**src/hw/rtl/cfp_pkg.sv**
```systemverilog
// Shared types, constants and the CRC byte update for the CRC-16 frame parser.
package cfp_pkg;

  localparam int unsigned MAX_FRAME_BYTES_DEF = 244;
  localparam int unsigned HEADER_BYTES        = 18;
  localparam int unsigned QUEUE_DEPTH_DEF     = 2;
  localparam int unsigned CFG_IDX_W           = 8;
  localparam int unsigned CFG_DATA_W          = 8;

  localparam logic [7:0]  MAGIC0   = 8'hF1;
  localparam logic [7:0]  MAGIC1   = 8'h58;
  localparam logic [15:0] CRC_INIT = 16'hFFFF;
  localparam logic [15:0] CRC_POLY = 16'h1021;

  // header byte offsets
  localparam logic [7:0] OFF_MAGIC0     = 8'd0;
  localparam logic [7:0] OFF_MAGIC1     = 8'd1;
  localparam logic [7:0] OFF_VERSION    = 8'd2;
  localparam logic [7:0] OFF_TYPE       = 8'd3;
  localparam logic [7:0] OFF_SESSION_LO = 8'd4;
  localparam logic [7:0] OFF_SESSION_HI = 8'd5;
  localparam logic [7:0] OFF_PACKET_LO  = 8'd6;
  localparam logic [7:0] OFF_PACKET_HI  = 8'd7;
  localparam logic [7:0] OFF_FRAG       = 8'd8;
  localparam logic [7:0] OFF_FRAG_TOTAL = 8'd9;
  localparam logic [7:0] OFF_LEN_LO     = 8'd10;
  localparam logic [7:0] OFF_LEN_HI     = 8'd11;
  localparam logic [7:0] OFF_CNT_B0     = 8'd12;
  localparam logic [7:0] OFF_CNT_B1     = 8'd13;
  localparam logic [7:0] OFF_CNT_B2     = 8'd14;
  localparam logic [7:0] OFF_CNT_B3     = 8'd15;
  localparam logic [7:0] OFF_CRC_LO     = 8'd16;
  localparam logic [7:0] OFF_CRC_HI     = 8'd17;

  typedef enum logic [CFG_IDX_W-1:0] {
    CFG_MIN_VERSION   = 8'd0,
    CFG_MAX_VERSION   = 8'd1,
    CFG_MAX_PAYLOAD   = 8'd2,
    CFG_MAX_FRAGMENTS = 8'd3
  } cfg_idx_e;

  typedef enum logic [2:0] {
    ST_OK       = 3'd0,
    ST_SHORT    = 3'd1,
    ST_LENGTH   = 3'd2,
    ST_MAGIC    = 3'd3,
    ST_FRAGMENT = 3'd4,
    ST_CRC      = 3'd5,
    ST_VERSION  = 3'd6
  } status_e;

  typedef struct packed {
    logic [7:0] data_byte;
    logic       last_byte;
  } in_word_t;

  typedef struct packed {
    logic [7:0]  echo_byte;
    logic        is_payload;
    logic        frame_done;
    logic [2:0]  status;
    logic [7:0]  version;
    logic [7:0]  msg_type;
    logic [15:0] session_id;
    logic [15:0] packet_id;
    logic [7:0]  fragment_index;
    logic [7:0]  fragment_total;
    logic [7:0]  payload_len;
    logic [31:0] sequence_counter;
  } out_word_t;

  typedef struct packed {
    logic [7:0] min_version;
    logic [7:0] max_version;
    logic [7:0] max_payload;
    logic [5:0] max_fragments;
  } cfg_t;

  // classified byte handed from front to back
  typedef struct packed {
    logic [7:0] data;
    logic       last;
    logic [7:0] pos;
    logic       short_err;
    logic       len_err;
  } mid_word_t;

  function automatic logic [15:0] crc16_byte(input logic [15:0] c, input logic [7:0] b);
    logic [15:0] r;
    r = c ^ {b, 8'h00};
    for (int k = 0; k < 8; k++) begin
      r = r[15] ? ({r[14:0], 1'b0} ^ CRC_POLY) : {r[14:0], 1'b0};
    end
    return r;
  endfunction

endpackage

```
**src/hw/rtl/cfp_fifo.sv**
```systemverilog
// Small register queue with fall-through head, used on both sides of the parser.
module cfp_fifo #(
  parameter type         T     = logic [7:0],
  parameter int unsigned DEPTH = 2
) (
  input  logic clk_i,
  input  logic rst_ni,
  input  logic push_i,
  input  T     wdata_i,
  output logic full_o,
  input  logic pop_i,
  output T     rdata_o,
  output logic empty_o
);
  localparam int unsigned AW = (DEPTH > 1) ? $clog2(DEPTH) : 1;

  T                slots_q [DEPTH];
  logic [AW-1:0]   wr_ptr_q, wr_ptr_d;
  logic [AW-1:0]   rd_ptr_q, rd_ptr_d;
  logic [AW:0]     count_q, count_d;
  logic            do_push, do_pop;

  assign full_o  = (count_q == (AW+1)'(DEPTH));
  assign empty_o = (count_q == '0);
  assign do_push = push_i && !full_o;
  assign do_pop  = pop_i && !empty_o;
  assign rdata_o = slots_q[rd_ptr_q];

  always_comb begin
    wr_ptr_d = wr_ptr_q;
    rd_ptr_d = rd_ptr_q;
    count_d  = count_q;
    if (do_push) begin
      wr_ptr_d = (wr_ptr_q == AW'(DEPTH - 1)) ? '0 : wr_ptr_q + AW'(1);
    end
    if (do_pop) begin
      rd_ptr_d = (rd_ptr_q == AW'(DEPTH - 1)) ? '0 : rd_ptr_q + AW'(1);
    end
    if (do_push && !do_pop) begin
      count_d = count_q + (AW+1)'(1);
    end else if (do_pop && !do_push) begin
      count_d = count_q - (AW+1)'(1);
    end
  end

  always_ff @(posedge clk_i or negedge rst_ni) begin
    if (!rst_ni) begin
      wr_ptr_q <= '0;
      rd_ptr_q <= '0;
      count_q  <= '0;
    end else begin
      wr_ptr_q <= wr_ptr_d;
      rd_ptr_q <= rd_ptr_d;
      count_q  <= count_d;
    end
  end

  always_ff @(posedge clk_i) begin
    if (do_push) begin
      slots_q[wr_ptr_q] <= wdata_i;
    end
  end

endmodule

```
**src/hw/rtl/cfp_front.sv**
```systemverilog
// Front end: counts byte offsets and flags frame length errors per byte.
module cfp_front #(
  parameter int unsigned MAX_FRAME_BYTES = cfp_pkg::MAX_FRAME_BYTES_DEF
) (
  input  logic               clk_i,
  input  logic               rst_ni,
  input  logic               take_i,
  input  cfp_pkg::in_word_t  in_word_i,
  output cfp_pkg::mid_word_t mid_word_o
);
  import cfp_pkg::*;

  logic [7:0] byte_index_q, byte_index_d;
  logic       overlong_q, overlong_d;
  logic [8:0] n;
  logic       sat;

  assign n   = {1'b0, byte_index_q} + 9'd1;
  assign sat = (byte_index_q == 8'hFF);

  always_comb begin
    overlong_d   = overlong_q | sat;
    byte_index_d = sat ? byte_index_q : n[7:0];
    mid_word_o.data      = in_word_i.data_byte;
    mid_word_o.last      = in_word_i.last_byte;
    mid_word_o.pos       = byte_index_q;
    mid_word_o.short_err = (n < 9'(HEADER_BYTES));
    mid_word_o.len_err   = overlong_d || (n > 9'(MAX_FRAME_BYTES));
  end

  always_ff @(posedge clk_i or negedge rst_ni) begin
    if (!rst_ni) begin
      byte_index_q <= '0;
      overlong_q   <= 1'b0;
    end else if (take_i) begin
      if (in_word_i.last_byte) begin
        byte_index_q <= '0;
        overlong_q   <= 1'b0;
      end else begin
        byte_index_q <= byte_index_d;
        overlong_q   <= overlong_d;
      end
    end
  end

endmodule

```
**src/hw/rtl/cfp_back.sv**
```systemverilog
// Back end: header capture, CRC accumulation and the end-of-frame status.
module cfp_back (
  input  logic               clk_i,
  input  logic               rst_ni,
  input  logic               take_i,
  input  cfp_pkg::mid_word_t mid_word_i,
  input  cfp_pkg::cfg_t      cfg_i,
  output cfp_pkg::out_word_t out_word_o
);
  import cfp_pkg::*;

  logic [15:0] crc_q, crc_d;
  logic [15:0] crc_want_q, crc_want_d;
  logic        magic_bad_q, magic_bad_d;
  logic [7:0]  version_q, version_d;
  logic [7:0]  type_q, type_d;
  logic [15:0] session_q, session_d;
  logic [15:0] packet_q, packet_d;
  logic [7:0]  frag_q, frag_d;
  logic [7:0]  frag_total_q, frag_total_d;
  logic [15:0] len_q, len_d;
  logic [31:0] counter_q, counter_d;
  logic [8:0]  n;
  logic        hdr_byte;
  logic        crc_byte_en;
  status_e     status;

  assign n           = {1'b0, mid_word_i.pos} + 9'd1;
  assign hdr_byte    = (mid_word_i.pos < 8'(HEADER_BYTES));
  assign crc_byte_en = (mid_word_i.pos < OFF_CRC_LO) || !hdr_byte;

  // next frame state with this byte folded in
  always_comb begin
    crc_d        = crc_byte_en ? crc16_byte(crc_q, mid_word_i.data) : crc_q;
    crc_want_d   = crc_want_q;
    magic_bad_d  = magic_bad_q;
    version_d    = version_q;
    type_d       = type_q;
    session_d    = session_q;
    packet_d     = packet_q;
    frag_d       = frag_q;
    frag_total_d = frag_total_q;
    len_d        = len_q;
    counter_d    = counter_q;
    unique case (mid_word_i.pos)
      OFF_MAGIC0:     magic_bad_d = magic_bad_q | (mid_word_i.data != MAGIC0);
      OFF_MAGIC1:     magic_bad_d = magic_bad_q | (mid_word_i.data != MAGIC1);
      OFF_VERSION:    version_d = mid_word_i.data;
      OFF_TYPE:       type_d = mid_word_i.data;
      OFF_SESSION_LO: session_d[7:0] = mid_word_i.data;
      OFF_SESSION_HI: session_d[15:8] = mid_word_i.data;
      OFF_PACKET_LO:  packet_d[7:0] = mid_word_i.data;
      OFF_PACKET_HI:  packet_d[15:8] = mid_word_i.data;
      OFF_FRAG:       frag_d = mid_word_i.data;
      OFF_FRAG_TOTAL: frag_total_d = mid_word_i.data;
      OFF_LEN_LO:     len_d[7:0] = mid_word_i.data;
      OFF_LEN_HI:     len_d[15:8] = mid_word_i.data;
      OFF_CNT_B0:     counter_d[7:0] = mid_word_i.data;
      OFF_CNT_B1:     counter_d[15:8] = mid_word_i.data;
      OFF_CNT_B2:     counter_d[23:16] = mid_word_i.data;
      OFF_CNT_B3:     counter_d[31:24] = mid_word_i.data;
      OFF_CRC_LO:     crc_want_d[7:0] = mid_word_i.data;
      OFF_CRC_HI:     crc_want_d[15:8] = mid_word_i.data;
      default: ;
    endcase
  end

  // priority order of the checks matters
  always_comb begin
    if (mid_word_i.short_err) begin
      status = ST_SHORT;
    end else if (mid_word_i.len_err) begin
      status = ST_LENGTH;
    end else if (magic_bad_d) begin
      status = ST_MAGIC;
    end else if ((17'(len_d) + 17'(HEADER_BYTES)) != 17'(n)) begin
      status = ST_LENGTH;
    end else if (len_d > {8'h00, cfg_i.max_payload}) begin
      status = ST_LENGTH;
    end else if ((frag_total_d == 8'h00) || (frag_total_d > {2'b00, cfg_i.max_fragments})
                 || (frag_d >= frag_total_d)) begin
      status = ST_FRAGMENT;
    end else if (crc_d != crc_want_d) begin
      status = ST_CRC;
    end else if ((version_d < cfg_i.min_version) || (version_d > cfg_i.max_version)) begin
      status = ST_VERSION;
    end else begin
      status = ST_OK;
    end
  end

  always_comb begin
    out_word_o                  = '0;
    out_word_o.echo_byte        = mid_word_i.data;
    out_word_o.is_payload       = !hdr_byte;
    out_word_o.frame_done       = mid_word_i.last;
    if (mid_word_i.last) begin
      out_word_o.status = status;
      if (status == ST_OK) begin
        out_word_o.version          = version_d;
        out_word_o.msg_type         = type_d;
        out_word_o.session_id       = session_d;
        out_word_o.packet_id        = packet_d;
        out_word_o.fragment_index   = frag_d;
        out_word_o.fragment_total   = frag_total_d;
        out_word_o.payload_len      = len_d[7:0];
        out_word_o.sequence_counter = counter_d;
      end
    end
  end

  always_ff @(posedge clk_i or negedge rst_ni) begin
    if (!rst_ni) begin
      crc_q        <= CRC_INIT;
      crc_want_q   <= '0;
      magic_bad_q  <= 1'b0;
      version_q    <= '0;
      type_q       <= '0;
      session_q    <= '0;
      packet_q     <= '0;
      frag_q       <= '0;
      frag_total_q <= '0;
      len_q        <= '0;
      counter_q    <= '0;
    end else if (take_i) begin
      if (mid_word_i.last) begin
        crc_q        <= CRC_INIT;
        crc_want_q   <= '0;
        magic_bad_q  <= 1'b0;
        version_q    <= '0;
        type_q       <= '0;
        session_q    <= '0;
        packet_q     <= '0;
        frag_q       <= '0;
        frag_total_q <= '0;
        len_q        <= '0;
        counter_q    <= '0;
      end else begin
        crc_q        <= crc_d;
        crc_want_q   <= crc_want_d;
        magic_bad_q  <= magic_bad_d;
        version_q    <= version_d;
        type_q       <= type_d;
        session_q    <= session_d;
        packet_q     <= packet_d;
        frag_q       <= frag_d;
        frag_total_q <= frag_total_d;
        len_q        <= len_d;
        counter_q    <= counter_d;
      end
    end
  end

endmodule

```
**src/hw/rtl/crc16_frame_parser_core.sv**
```systemverilog
// Top level of the CRC-16 frame parser: front end, queues, back end and config registers.
//
// Frame bytes enter through a queue-style port: a word is taken when push is high
// and full is low. Each byte gives one result word, read from a queue-style port:
// the oldest result shows while empty is low and leaves when pop is high.
// Every byte is echoed with a payload flag; the word of the byte marked last also
// carries the frame status and, when the frame is good, the decoded header.
// One byte per cycle is sustained while pop stays high; a byte's result becomes visible
// once it is taken into the byte queue and then by the back end into the result queue.
// The back end's CRC byte update and status checks are combinational between the two
// queues.
// When pop stays low the result queue fills, the back end holds, then the byte
// queue fills and full rises; nothing is dropped.
// Config writes (cfg_valid_i, index, data) are always accepted; an index beyond
// the four registers is ignored. Write them only while no frame is in flight.
// Reset empties both queues, clears the frame state and loads the register
// defaults: min/max version 1, max payload 226, max fragments 32.
module crc16_frame_parser_core #(
  parameter int unsigned MAX_FRAME_BYTES = cfp_pkg::MAX_FRAME_BYTES_DEF,
  parameter int unsigned QUEUE_DEPTH     = cfp_pkg::QUEUE_DEPTH_DEF
) (
  input  logic                             clk_i,
  input  logic                             rst_ni,
  input  logic                             push,
  output logic                             full,
  input  cfp_pkg::in_word_t                in_word_i,
  output logic                             empty,
  input  logic                             pop,
  output cfp_pkg::out_word_t               out_word_o,
  input  logic                             cfg_valid_i,
  output logic                             cfg_ready_o,
  input  logic [cfp_pkg::CFG_IDX_W-1:0]    cfg_index_i,
  input  logic [cfp_pkg::CFG_DATA_W-1:0]   cfg_data_i
);
  import cfp_pkg::*;

  cfg_t      cfg_q, cfg_d;
  mid_word_t front_word;
  mid_word_t mid_head;
  out_word_t back_word;
  logic      in_take;
  logic      mid_empty;
  logic      res_full;
  logic      back_take;

  assign cfg_ready_o = 1'b1;
  assign in_take     = push && !full;
  assign back_take   = !mid_empty && !res_full;

  always_comb begin
    cfg_d = cfg_q;
    if (cfg_valid_i) begin
      unique case (cfg_index_i)
        CFG_MIN_VERSION:   cfg_d.min_version   = cfg_data_i[7:0];
        CFG_MAX_VERSION:   cfg_d.max_version   = cfg_data_i[7:0];
        CFG_MAX_PAYLOAD:   cfg_d.max_payload   = cfg_data_i[7:0];
        CFG_MAX_FRAGMENTS: cfg_d.max_fragments = cfg_data_i[5:0];
        default: ;
      endcase
    end
  end

  always_ff @(posedge clk_i or negedge rst_ni) begin
    if (!rst_ni) begin
      cfg_q.min_version   <= 8'd1;
      cfg_q.max_version   <= 8'd1;
      cfg_q.max_payload   <= 8'd226;
      cfg_q.max_fragments <= 6'd32;
    end else begin
      cfg_q <= cfg_d;
    end
  end

  cfp_front #(
    .MAX_FRAME_BYTES(MAX_FRAME_BYTES)
  ) u_front (
    .clk_i     (clk_i),
    .rst_ni    (rst_ni),
    .take_i    (in_take),
    .in_word_i (in_word_i),
    .mid_word_o(front_word)
  );

  cfp_fifo #(
    .T    (mid_word_t),
    .DEPTH(QUEUE_DEPTH)
  ) u_mid_fifo (
    .clk_i  (clk_i),
    .rst_ni (rst_ni),
    .push_i (push),
    .wdata_i(front_word),
    .full_o (full),
    .pop_i  (back_take),
    .rdata_o(mid_head),
    .empty_o(mid_empty)
  );

  cfp_back u_back (
    .clk_i     (clk_i),
    .rst_ni    (rst_ni),
    .take_i    (back_take),
    .mid_word_i(mid_head),
    .cfg_i     (cfg_q),
    .out_word_o(back_word)
  );

  cfp_fifo #(
    .T    (out_word_t),
    .DEPTH(QUEUE_DEPTH)
  ) u_res_fifo (
    .clk_i  (clk_i),
    .rst_ni (rst_ni),
    .push_i (back_take),
    .wdata_i(back_word),
    .full_o (res_full),
    .pop_i  (pop),
    .rdata_o(out_word_o),
    .empty_o(empty)
  );

endmodule

```
**config.mk**
```make
export PLATFORM = sky130hd
export DESIGN_NAME = crc16_frame_parser_core
export DESIGN_NICKNAME = d
export VERILOG_FILES = /design/src/hw/rtl/cfp_pkg.sv /design/src/hw/rtl/cfp_fifo.sv /design/src/hw/rtl/cfp_front.sv /design/src/hw/rtl/cfp_back.sv /design/src/hw/rtl/crc16_frame_parser_core.sv
export SDC_FILE = /design/constraint.sdc
export NUM_CORES = 1
export LEC_CHECK = 0
export BUFFER_PORTS_ARGS = -buffer_cell sky130_fd_sc_hd__buf_2
export CAP_MARGIN = 0
export CORE_ASPECT_RATIO = 0.8
export CORE_UTILIZATION = 61
export DETAILED_ROUTE_END_ITERATION = 6
export PLACE_DENSITY_LB_ADDON = 0.25
export SETUP_SLACK_MARGIN = 0.3
export SYNTH_ARGS = -nofsm -noshare
export SYNTH_HDL_FRONTEND = slang
export SYNTH_SLANG_ARGS = --single-unit
export TNS_END_PERCENT = 10
```
**constraint.sdc**
```tcl
create_clock -name clk_i -period 7.3 [get_ports clk_i]
set_input_delay 1.095 -clock clk_i [delete_from_list [all_inputs] [get_ports clk_i]]
set_output_delay 1.095 -clock clk_i [all_outputs]
set_load 0.005 [all_outputs]
```
==> results.sh <==
export IMPL_status="finished clean"
export IMPL_clkLatencyLatePin_ns=0.57
export IMPL_cts_buffer_depth=3
export IMPL_r2r_slack_ns=0.83
export IMPL_use_met1_pct=48.30
export IMPL_route_detailed_drc=0
export IMPL_power_density_nw_per_um2=425.9
export IMPL_synth_edf_count=272
export IMPL_dpl_hpwl_um=38540
export IMPL_busiest_layer="met1"
export IMPL_postCtsResizedCells=0
export IMPL_post_cts_setup_buffers=0
export IMPL_antenna_found_initial=0
export IMPL_hold_class="reg2reg"
export IMPL_grtUsageMet3_pct=4.368
export IMPL_grt_ovfl_total=0
export IMPL_cts_sinks=464
export IMPL_drt_iter0_markers=1808
export IMPL_holdPathEnd="u_back.counter_q[3]"
export IMPL_fp_dieW_um=216.4
export IMPL_ys_seq_area_share_pct=57.95
export IMPL_synth_cells=1920
export IMPL_fin_crit_sh_pct=88.59
export IMPL_worst_r2r_cell_count=17
export IMPL_ys_warnings_count=0
export IMPL_reg2reg_from="u_mid_fifo.rd_ptr_q"
export IMPL_hold_depth=2
export IMPL_die_area_um2=37550
export IMPL_rows=62
export IMPL_critical_path_peak_fanout=66
export IMPL_final_common_cell="edfxtp_1"
export IMPL_grt_start_max_net_pins=108
export IMPL_critPathKind="reg2reg"
export IMPL_netlist_area_um2=22430
export IMPL_vias_per_cell=6.342
export IMPL_place_area_um2=23700
export IMPL_cts_hold_buf=0
export IMPL_wl_per_cell_um=22.87
export IMPL_numCtsBuffers=45
export IMPL_cellLeakagePower_nw=9.670
export IMPL_ioPinCount=150
export IMPL_critPathRequiredTime_ns=7.64
export IMPL_worst_slew_pin_slew_ns=1.326
export IMPL_drtAntennaViolNets=0
export IMPL_yosys_register_bits=464
export IMPL_hold_viol_final=0
export IMPL_port_buffers=148
export IMPL_final_area_um2=25130
export IMPL_synth_async_reset_ratio_pct=41.38
export IMPL_crit_path_start_kind="flip-flop"
export IMPL_grt_total_usage_pct=31.75
export IMPL_finalMaxSlewViolations=0
export IMPL_slew_limit_headroom_pct=11.61
export IMPL_skew_ns=0.01982
export IMPL_setup_viol=0
export IMPL_num_antenna_cells=0
export IMPL_end_kind="flip-flop"
export IMPL_fmax_ghz=0.1546
export IMPL_drive_gt1_share_pct=24.98
export IMPL_die_h_um=173.5
export IMPL_core_um2=36070
export IMPL_firstDrtPassIters=7
export IMPL_fin_crit_ns=6.467
export IMPL_cts_root_buf="clkbuf_16"
export IMPL_crit_arrival_ns=6.81
export IMPL_globalRouteMet2Util_pct=48.06
export IMPL_initial_core_util_pct=62.19
export IMPL_ys_types=77
export IMPL_cts_tree="yes"
export IMPL_avgSynthCellArea_um2=11.68
export IMPL_grt_pass1_wl_um=91250
export IMPL_tns_ns=0
export IMPL_gp_congestion=0.9649
export IMPL_irDropWorstVdd_mv=0.2866
export IMPL_fin_nets=2113
export IMPL_vias=16220
export IMPL_final_cell_mix="edfxtp_1 (272), nand2_1 (194), dfrtp_1 (167)"
export IMPL_r2r_end="u_res_fifo.slots_q[0][4]"
export IMPL_clkSlewWorstSetupHoldPaths_ns=0.07
export IMPL_grt_pass1_vias=15500
export IMPL_drt_total_wl_um=58500
export IMPL_rsz0062_at_grt="no"
export IMPL_synthFlopType="edfxtp_1"
export IMPL_fillCellCount=2631
export IMPL_hp_start="u_back.counter_q[3]"
export IMPL_areaGrowthSynthToFinish_pct=12.03
export IMPL_cts_htree_levels=2
export IMPL_drv_cap=0
cell type report:
class,count,area [um^2],share of cell area (%)
Clock buffer,72,1344,5.347
Sequential cell,464,13010,51.75
Timing Repair Buffer,182,1042,4.147
Clock inverter,12,91.34,0.3634
Multi-Input combinational cell,1275,8775,34.91
Inverter,73,274.0,1.090
Tap cell,480,600.6,2.390
critical path, cell delays in order, from the launching register on:
cell,delay [ns]
dfrtp_2,0.70
or3b_1,0.47
a222oi_1,0.38
buf_4,0.31
and2_1,0.34
o21ai_0,0.38
inv_1,0.25
ha_1,0.28
a21oi_1,0.12
a221oi_1,0.52
nand4_1,0.15
a221oi_1,0.59
xor2_1,0.20
nand3_1,0.11
nor4_2,0.33
nand4_1,0.22
buf_12,0.28
a2111oi_2,0.44
flip-flops by register name, summed over array words and instances, names as in the netlist, 2 cells and up:
signal / cells
cfg_q: 30
u_back.len_q: 16
u_mid_fifo.slots_q: 38
u_front.byte_index_q: 8
u_mid_fifo.count_q: 2
u_back.counter_q: 32
u_back.packet_q: 16
u_back.frag_total_q: 8
u_back.crc_q: 16
u_res_fifo.slots_q: 234
u_res_fifo.count_q: 2
u_back.type_q: 8
u_back.session_q: 16
u_back.crc_want_q: 16
u_back.version_q: 8
u_back.frag_q: 8
logic make-up after synthesis:
family | Yosys count | synth area share [%]
flops | 464 | 57.95
mux | 187 | 9.191
simple gates | 563 | 12.69
buf+inv | 184 | 3.296
fa+ha+maj | 43 | 2.387
xor+xnor | 76 | 3.218
other cells | 2 | 0.03348
compound gates | 401 | 11.23
stage by stage:
| step | worst slack, ns | cells | total power [W] | hold slack (ns) | utilization (%) |
|---|---|---|---|---|---|
| 6_report | 0.8333 | 2558 | 0.01070 | 0.4811 | 69.67 |
| 5_1_grt | 0.4803 | 2558 | 0.01120 | 0.4990 | 69.67 |
| 4_1_cts | 0.9923 | 2558 | 0.01069 | 0.4841 | 69.67 |
| 3_5_place_dp | 1.033 | 2474 | 0.008427 | 0.4704 | 65.70 |
| 3_3_place_gp | 1.258 | 2474 | 0.008344 | 0.4622 | 65.70 |
| 2_1_floorplan | 0.8801 | 1923 | 0.006822 | 0.4402 | - |
per-layer routing:
| layer | wire, um | vias to the layer above | part of all wire (%) |
|---|---|---|---|
| met5 | 0 | - | 0 |
| li1 | - | 7220 | - |
| met4 | 1422 | 0 | 2.4 |
| met2 | 26600 | 739 | 45 |
| met1 | 25690 | 8149 | 44 |
| met3 | 4785 | 115 | 8.2 |
synth_stat cells (4+ instances only):
| library cell | n | share of area, % |
|---|---|---|
| dfrtp_1 | 169 | 19 |
| nor2_1 | 146 | 2.4 |
| ha_1 | 42 | 2.3 |
| mux2i_1 | 41 | 1.8 |
| nor4_1 | 6 | 0.17 |
| nand2b_1 | 4 | 0.11 |
| clkinv_1 | 5 | 0.084 |
| inv_1 | 68 | 1.1 |
| dfstp_2 | 23 | 2.7 |
| a221oi_1 | 4 | 0.16 |
| or3_1 | 6 | 0.17 |
| o31ai_1 | 10 | 0.33 |
| a22oi_1 | 7 | 0.23 |
| o22a_1 | 9 | 0.35 |
| a31oi_1 | 5 | 0.14 |
| xnor2_1 | 51 | 2.0 |
| or3b_1 | 5 | 0.20 |
| a211oi_1 | 7 | 0.23 |
| nor3_1 | 39 | 0.87 |
| a21oi_1 | 121 | 2.7 |
| nand4_1 | 21 | 0.59 |
| buf_1 | 6 | 0.10 |
| nor3_2 | 53 | 2.4 |
| and2_1 | 4 | 0.11 |
| nand2_1 | 194 | 3.2 |
| a2111oi_2 | 24 | 1.6 |
| mux2_2 | 143 | 7.2 |
| nand4b_1 | 5 | 0.20 |
| nand3b_1 | 10 | 0.33 |
| clkbuf_1 | 72 | 1.2 |
| o21ai_0 | 164 | 3.7 |
| buf_2 | 30 | 0.67 |
| and3_1 | 16 | 0.45 |
| a21o_1 | 9 | 0.30 |
| nand3_1 | 34 | 0.76 |
| nor2b_1 | 5 | 0.14 |
| edfxtp_1 | 272 | 36 |
| o22ai_1 | 6 | 0.17 |
| xor2_1 | 21 | 0.82 |
power breakdown:
group	switching (W)	leakage, nW	internal (W)
Sequential	0.000424	5.00	0.00387
Combinational	0.00257	3.97	0.00158
Clock	0.000988	0.702	0.00127
Total	0.00399	9.67	0.00672
worst max-delay path by stage:
| stage | slack [ns] | to | startpoint | cells after the start |
|---|---|---|---|---|
| 4_1_cts | 0.99 | u_res_fifo.slots_q[0][16] | u_mid_fifo.rd_ptr_q | 17 |
| 2_1_floorplan | 0.88 | u_res_fifo.slots_q[0][0] | u_res_fifo.count_q[1] | 5 |
| 6_report | 0.83 | u_res_fifo.slots_q[0][4] | u_mid_fifo.rd_ptr_q | 17 |
| 3_5_place_dp | 1.03 | u_res_fifo.slots_q[0][16] | u_mid_fifo.rd_ptr_q | 17 |
| 5_1_grt | 0.48 | u_res_fifo.slots_q[0][16] | u_mid_fifo.rd_ptr_q | 17 |
| 3_3_place_gp | 1.26 | u_res_fifo.slots_q[0][16] | u_mid_fifo.rd_ptr_q | 17 |
Note: power is estimated with default switching activity, not from simulation.
